$ cat config.mk
export PLATFORM = sky130hd
export DESIGN_NAME = modular_exponentiation_core
export DESIGN_NICKNAME = d
export VERILOG_FILES = /design/src/hdl/mexp_pkg.sv /design/src/hdl/modular_exponentiation_core.sv /design/src/hdl/mexp_mulmod.sv /design/src/hdl/mexp_datapath.sv /design/src/hdl/mexp_ctrl.sv
export SDC_FILE = /design/constraint.sdc
export NUM_CORES = 1
export LEC_CHECK = 0
export BUFFER_PORTS_ARGS = -buffer_cell sky130_fd_sc_hd__buf_2
export CORE_ASPECT_RATIO = 1.4
export CORE_MARGIN = 4
export CORE_UTILIZATION = 45
export DETAILED_ROUTE_END_ITERATION = 12
export SLEW_MARGIN = 10
export SYNTH_ARGS = -nofsm -noshare
export SYNTH_HDL_FRONTEND = slang
export SYNTH_HIERARCHICAL = 1
export SYNTH_SLANG_ARGS = --single-unit
export TNS_END_PERCENT = 100
$ cat constraint.sdc
create_clock -name clock -period 7.48 [get_ports clock]
set_input_delay 0.748 -clock clock [delete_from_list [all_inputs] [get_ports clock]]
set_output_delay 0.748 -clock clock [all_outputs]
set_load 0.02 [all_outputs]
$ cat src/hdl/mexp_pkg.sv
// Shared types for the modular exponentiation core: controller states and the control bundles.
package mexp_pkg;

   typedef enum logic [6:0] {
      ST_IDLE    = 7'b0000001,
      ST_REDUCE  = 7'b0000010,
      ST_SQ_TAKE = 7'b0000100,
      ST_LOAD    = 7'b0001000,
      ST_MUL     = 7'b0010000,
      ST_COMMIT  = 7'b0100000,
      ST_FINISH  = 7'b1000000
   } state_type;

   // Commands from the controller to the datapath.
   typedef struct packed {
      logic capture;    // take base and exponent, start base reduction
      logic step;       // one bit step of both modular multipliers
      logic sq_take;    // reduced base becomes the running square
      logic load_pair;  // load both multipliers for one exponent bit
      logic commit;     // write back product (if the exponent bit is set) and square, shift exponent
      logic finish;     // register the final residue
   } cmd_type;

   // Status from the datapath to the controller.
   typedef struct packed {
      logic exp_rest_zero;  // no set exponent bit above the current one
   } status_type;

endpackage

$ cat src/hdl/modular_exponentiation_core.sv
// Top level of the modular exponentiation core: controller plus datapath.
//
// Computes req_base to the power req_exponent modulo the modulus register by right-to-left
// square-and-multiply. A transaction is taken when start is high and busy is low. The base
// is first reduced; then each exponent bit, from bit 0 up to the highest set bit (at least
// bit 0), costs one pass of two bit-serial modular multipliers working side by side (the
// product into the accumulator and the square). The result appears on rsp_power_mod for
// exactly one cycle with rsp_valid, in the cycle in which busy falls; the receiver cannot
// stall it. A modulus below 2 gives a result of 0. The modulus must be written through
// csr_wr_en / csr_wr_data only while no transaction is running; the block itself does not
// enforce this. It resets to 2.
module modular_exponentiation_core
   import mexp_pkg::*;
#(
   parameter int MOD_BITS = 20,
   parameter int EXP_BITS = 40
) (
   input  logic                clock,
   input  logic                reset,
   input  logic                start,
   output logic                busy,
   input  logic [MOD_BITS-1:0] req_base,
   input  logic [EXP_BITS-1:0] req_exponent,
   output logic                rsp_valid,
   output logic [MOD_BITS-1:0] rsp_power_mod,
   input  logic                csr_wr_en,
   input  logic [MOD_BITS-1:0] csr_wr_data
);

   cmd_type    cmd;
   status_type status;

   mexp_ctrl #(.MOD_BITS(MOD_BITS)) u_ctrl (
      .clock     (clock),
      .reset     (reset),
      .start     (start),
      .busy      (busy),
      .rsp_valid (rsp_valid),
      .cmd       (cmd),
      .status    (status)
   );

   mexp_datapath #(.MOD_BITS(MOD_BITS), .EXP_BITS(EXP_BITS)) u_datapath (
      .clock         (clock),
      .reset         (reset),
      .cmd           (cmd),
      .status        (status),
      .csr_wr_en     (csr_wr_en),
      .csr_wr_data   (csr_wr_data),
      .req_base      (req_base),
      .req_exponent  (req_exponent),
      .rsp_power_mod (rsp_power_mod)
   );

endmodule

$ cat src/hdl/mexp_mulmod.sv
// Bit-serial interleaved modular multiplier: one multiplier bit per step, MSB first.
module mexp_mulmod
   import mexp_pkg::*;
#(
   parameter int W = 20
) (
   input  logic         clock,
   input  logic         load,
   input  logic         step,
   input  logic [W-1:0] x_in,
   input  logic [W-1:0] y_in,
   input  logic [W-1:0] modulus,
   output logic [W-1:0] result
);

   logic [W-1:0] r_ff, r_in;
   logic [W-1:0] x_ff, x_in_q;
   logic [W-1:0] y_ff, y_in_q;
   logic [W:0]   dbl, red1, sum, red2, mod_ext;

   // The partial product stays below the modulus, so doubling and adding x stays below 2m
   // and a single conditional subtract after each keeps it reduced.
   always_comb begin
      mod_ext = {1'b0, modulus};
      dbl     = {r_ff, 1'b0};
      red1    = (dbl >= mod_ext) ? (dbl - mod_ext) : dbl;
      sum     = red1 + (y_ff[W-1] ? {1'b0, x_ff} : '0);
      red2    = (sum >= mod_ext) ? (sum - mod_ext) : sum;
   end

   always_comb begin
      r_in   = r_ff;
      x_in_q = x_ff;
      y_in_q = y_ff;
      if (load) begin
         r_in   = '0;
         x_in_q = x_in;
         y_in_q = y_in;
      end else if (step) begin
         r_in   = red2[W-1:0];
         y_in_q = {y_ff[W-2:0], 1'b0};
      end
   end

   always_ff @(posedge clock) begin
      r_ff <= r_in;
      x_ff <= x_in_q;
      y_ff <= y_in_q;
   end

   assign result = r_ff;

endmodule

$ cat src/hdl/mexp_datapath.sv
// Datapath: modulus register, operand registers, exponent shifter and two modular multipliers.
module mexp_datapath
   import mexp_pkg::*;
#(
   parameter int MOD_BITS = 20,
   parameter int EXP_BITS = 40
) (
   input  logic                clock,
   input  logic                reset,
   input  cmd_type             cmd,
   output status_type          status,
   input  logic                csr_wr_en,
   input  logic [MOD_BITS-1:0] csr_wr_data,
   input  logic [MOD_BITS-1:0] req_base,
   input  logic [EXP_BITS-1:0] req_exponent,
   output logic [MOD_BITS-1:0] rsp_power_mod
);

   logic [MOD_BITS-1:0] modulus_ff, modulus_in;
   logic [MOD_BITS-1:0] acc_ff, acc_in;
   logic [MOD_BITS-1:0] sq_ff, sq_in;
   logic [EXP_BITS-1:0] exp_ff, exp_in;
   logic [MOD_BITS-1:0] result_ff, result_in;
   logic [MOD_BITS-1:0] prod_acc, prod_sq;
   logic [MOD_BITS-1:0] sq_x, sq_y;
   logic                sq_load;
   logic                mod_small;

   // Reducing the base is a multiply by one with the raw base as multiplier bits.
   assign sq_x    = cmd.capture ? MOD_BITS'(1) : sq_ff;
   assign sq_y    = cmd.capture ? req_base : sq_ff;
   assign sq_load = cmd.capture | cmd.load_pair;

   mexp_mulmod #(.W(MOD_BITS)) u_mul_acc (
      .clock   (clock),
      .load    (cmd.load_pair),
      .step    (cmd.step),
      .x_in    (acc_ff),
      .y_in    (sq_ff),
      .modulus (modulus_ff),
      .result  (prod_acc)
   );

   mexp_mulmod #(.W(MOD_BITS)) u_mul_sq (
      .clock   (clock),
      .load    (sq_load),
      .step    (cmd.step),
      .x_in    (sq_x),
      .y_in    (sq_y),
      .modulus (modulus_ff),
      .result  (prod_sq)
   );

   // A modulus of zero or one has no meaningful residue; the result is forced to zero.
   assign mod_small = (modulus_ff[MOD_BITS-1:1] == '0);

   always_comb begin
      modulus_in = csr_wr_en ? csr_wr_data : modulus_ff;
      acc_in     = acc_ff;
      sq_in      = sq_ff;
      exp_in     = exp_ff;
      result_in  = result_ff;
      if (cmd.capture) begin
         acc_in = MOD_BITS'(1);
         exp_in = req_exponent;
      end
      if (cmd.sq_take) begin
         sq_in = prod_sq;
      end
      if (cmd.commit) begin
         if (exp_ff[0]) begin
            acc_in = prod_acc;
         end
         sq_in  = prod_sq;
         exp_in = {1'b0, exp_ff[EXP_BITS-1:1]};
      end
      if (cmd.finish) begin
         result_in = mod_small ? '0 : acc_ff;
      end
   end

   always_ff @(posedge clock) begin
      if (reset) begin
         modulus_ff <= MOD_BITS'(2);
      end else begin
         modulus_ff <= modulus_in;
      end
   end

   always_ff @(posedge clock) begin
      acc_ff    <= acc_in;
      sq_ff     <= sq_in;
      exp_ff    <= exp_in;
      result_ff <= result_in;
   end

   assign status.exp_rest_zero = (exp_ff[EXP_BITS-1:1] == '0);
   assign rsp_power_mod        = result_ff;

endmodule

$ cat src/hdl/mexp_ctrl.sv
// Controller: sequences base reduction, one multiply pass per exponent bit, and the result strobe.
module mexp_ctrl
   import mexp_pkg::*;
#(
   parameter int MOD_BITS = 20
) (
   input  logic       clock,
   input  logic       reset,
   input  logic       start,
   output logic       busy,
   output logic       rsp_valid,
   output cmd_type    cmd,
   input  status_type status
);

   localparam int CW = $clog2(MOD_BITS);
   localparam logic [CW-1:0] LAST_STEP = CW'(MOD_BITS - 1);

   state_type     state_ff, state_in;
   logic [CW-1:0] cnt_ff, cnt_in;
   logic          valid_ff, valid_in;

   always_comb begin
      state_in = state_ff;
      cnt_in   = cnt_ff;
      valid_in = 1'b0;
      cmd      = '0;
      unique case (state_ff)
         ST_IDLE: begin
            if (start) begin
               cmd.capture = 1'b1;
               cnt_in      = '0;
               state_in    = ST_REDUCE;
            end
         end
         ST_REDUCE: begin
            cmd.step = 1'b1;
            if (cnt_ff == LAST_STEP) begin
               cnt_in   = '0;
               state_in = ST_SQ_TAKE;
            end else begin
               cnt_in = cnt_ff + 1'b1;
            end
         end
         ST_SQ_TAKE: begin
            cmd.sq_take = 1'b1;
            state_in    = ST_LOAD;
         end
         ST_LOAD: begin
            cmd.load_pair = 1'b1;
            cnt_in        = '0;
            state_in      = ST_MUL;
         end
         ST_MUL: begin
            cmd.step = 1'b1;
            if (cnt_ff == LAST_STEP) begin
               cnt_in   = '0;
               state_in = ST_COMMIT;
            end else begin
               cnt_in = cnt_ff + 1'b1;
            end
         end
         ST_COMMIT: begin
            cmd.commit = 1'b1;
            state_in   = status.exp_rest_zero ? ST_FINISH : ST_LOAD;
         end
         ST_FINISH: begin
            cmd.finish = 1'b1;
            valid_in   = 1'b1;
            state_in   = ST_IDLE;
         end
         default: begin
            state_in = ST_IDLE;
         end
      endcase
   end

   always_ff @(posedge clock) begin
      if (reset) begin
         state_ff <= ST_IDLE;
         cnt_ff   <= '0;
         valid_ff <= 1'b0;
      end else begin
         state_ff <= state_in;
         cnt_ff   <= cnt_in;
         valid_ff <= valid_in;
      end
   end

   assign busy      = (state_ff != ST_IDLE);
   assign rsp_valid = valid_ff;

endmodule

==> results.json <==
{
  "outcome": "finished, final reports clean",
  "die_area_sq_um": 41100,
  "tns_ps": 0,
  "crit_slowest_cell": "ha_1",
  "drtIter0Drc": 639,
  "wl_mm": 48.3,
  "utilization_pct": 50.8,
  "worst-setup-path-type": "flip-flop to flip-flop",
  "grt_pass1_wl_mm": 74.0,
  "die_x_um": 172,
  "wl_per_cell_um": 20.8,
  "final_common_cell": "edfxtp_1",
  "final_cell_mix": "edfxtp_1, nor2_1, ha_1",
  "ys.flop_type": "edfxtp_1",
  "cp_max_fo": 18,
  "num_antenna_cells": 0,
  "max_clock_freq_mhz": 143,
  "period_minus_slack_ps": 7000,
  "htree_levels": 1,
  "cts_tree": "built",
  "crit_required_ps": 7940,
  "tightest_slew_ps": 1070,
  "rsz0062_at_grt": "no",
  "crit_path_start_kind": "flip-flop",
  "antenna_found_initial": 0,
  "setup_violations": 0,
  "synth_edf_count": 159,
  "final_nets": 2036,
  "grt_max_degree": 74,
  "fin_crit_sh_pct": 93.6,
  "synth_nets": 1942,
  "syn_inst": 1731,
  "cp_common_cell": "ha_1",
  "coreArea_sq_um": 37500,
  "area_growth_pct": 11.8,
  "crit_path_end_kind": "flip-flop",
  "drc": 0,
  "dr.pass1.iters": 5,
  "hold_viol_final": 0,
  "num_vias": 13398,
  "synth_warnings": 6,
  "via_per_inst": 5.78,
  "clock_path_buffers": 3,
  "synth-seq-cells": 253,
  "clkLatencyLatePin_ps": 580,
  "worst_path_largest_cell_delay_ps": 410,
  "dp_hpwl_mm": 37.1,
  "io_buffers": 105,
  "maxCapViolCount": 0,
  "hold_path.class": "primary input to flip-flop",
  "clk_pin_slew_worst_paths_ps": 60,
  "clock_skew_ps": 26.8,
  "first_global_vias": 13429,
  "fillerInstances": 3462,
  "layout_setup_ws_ps": 476,
  "grtUsageTotal_pct": 23.1,
  "postRouteAntennaNets": 0,
  "cts-root-buf": "clkbuf_16",
  "ioPinCount": 106,
  "ctsResizeCount": 0,
  "globalplace.congestion": 0.935,
  "layout-drive-gt1-share_pct": 16.9,
  "cts_buffers": 28,
  "rows": 84,
  "synth_area_per_cell_sq_um": 9.84,
  "yosysSeqAreaShare_pct": 39.1,
  "die_h_um": 238,
  "post-cts-setup-buffers": 0,
  "drv_slew": 0,
  "arrival_ps": 7470,
  "synth_cell_type_count": 104,
  "grt-ovfl-total": 0,
  "relSlewSlack_pct": 28.5,
  "start_util_pct": 45.4,
  "async_flop_share_pct": 0,
  "clock_sinks": 253,
  "cts_hold_buf": 0,
  "hold_ws_ps": 408,
  "dp_slack_ps": 229,
  "syn_area_sq_um": 17000
}
-- metrics by stage --
stage	std cells	area (sq um)
after floorplan	1731	17000
after global placement	2268	18000
after detailed placement	2268	18000
after CTS	2320	19000
after global routing	2320	19000
final	2320	19000
-- synth_stat cells, types with 11 or more instances --
master	number	area (sq um)
mux2_2	84	946
clkbuf_1	33	124
inv_1	92	345
o21bai_1	11	82.6
nor2_1	139	522
nor3_1	24	120
a21oi_1	103	515
and2_1	46	288
nor2b_1	35	219
dfxtp_1	94	1880
a21o_1	60	450
a211oi_1	32	240
o21ai_0	70	350
edfxtp_1	159	4770
mux2i_1	46	460
xor2_1	25	219
o21a_1	17	128
nand2_1	107	402
ha_1	121	1510
a31oi_1	11	68.8
a21boi_1	21	158
nand2b_1	36	225
nand4_1	18	113
buf_2	15	75.1
nor4_1	25	156
nand3_1	32	160
xnor2_1	67	587
o21ai_1	16	80.1
-- worst paths after layout --
kind	end	from	slack, ps	depth (start not counted)
worst max-delay path	u_datapath/u_mul_sq/result[18]	u_datapath/modulus_ff[12]	480	27
worst min-delay path	u_datapath/modulus_ff[15]	csr_wr_data[15]	410	3
worst max register to register	u_datapath/u_mul_sq/result[18]	u_datapath/modulus_ff[12]	480	27
worst min register to register	u_datapath/u_mul_acc/x_ff[14]	u_datapath/acc_ff[14]	450	0
-- critical path, delay by kind of cell, from the launching register on --
kind / cells / cell delay, ps
AOI/OAI and AO/OA: 13 / 3130
and+or+nand+nor: 6 / 1200
adders and majority gates: 3 / 1070
muxes: 2 / 530
DFF: 1 / 390
buffers and inverters: 2 / 350
xor gates and xnor gates: 1 / 240
-- final cells by class --
cell class              instances  area, sq um  area share [%]
clock inverters                19          302            1.58
flip-flops and latches        253         6660            34.9
multi-input cells            1319         9710            51.0
inverters                      93          349            1.83
clock buffers                  33          719            3.78
well taps                     473          592            3.11
repair buffers                130          717            3.76
-- sequential cells by signal, summed over array words and instances, names as in the netlist --
register	flops
u_datapath/modulus_ff	20
u_datapath/exp_ff	40
u_datapath/sq_ff	20
u_datapath/u_mul_acc/y_ff	20
u_datapath/u_mul_sq/result	20
u_ctrl/rsp_valid	1
u_datapath/u_mul_sq/x_ff	20
u_ctrl/state_ff	7
u_datapath/u_mul_acc/result	20
u_datapath/u_mul_sq/y_ff	20
u_datapath/rsp_power_mod	20
u_datapath/acc_ff	20
u_datapath/u_mul_acc/x_ff	20
u_ctrl/cnt_ff	5
-- kinds of logic after synthesis --
kind of cell    Yosys count  share of synthesized area (%)
simple gates            518                           15.6
buf+inv                 159                           4.24
compound gates          450                           18.3
xor+xnor                 92                           4.73
mux                     131                           8.39
fa+ha+maj               128                           9.66
flops                   253                           39.1
-- metal layers --
layer  track usage, %  up-vias  wire, um
li1                 -     6570         -
met1             25.1     6365     17900
met2             42.8      326     25600
met3             2.02      137      1550
met4             13.4        0      3250
met5                0        -         0
Power is not shown: default switching activity piles up to over one toggle a cycle in this logic, so the estimate is an artifact.
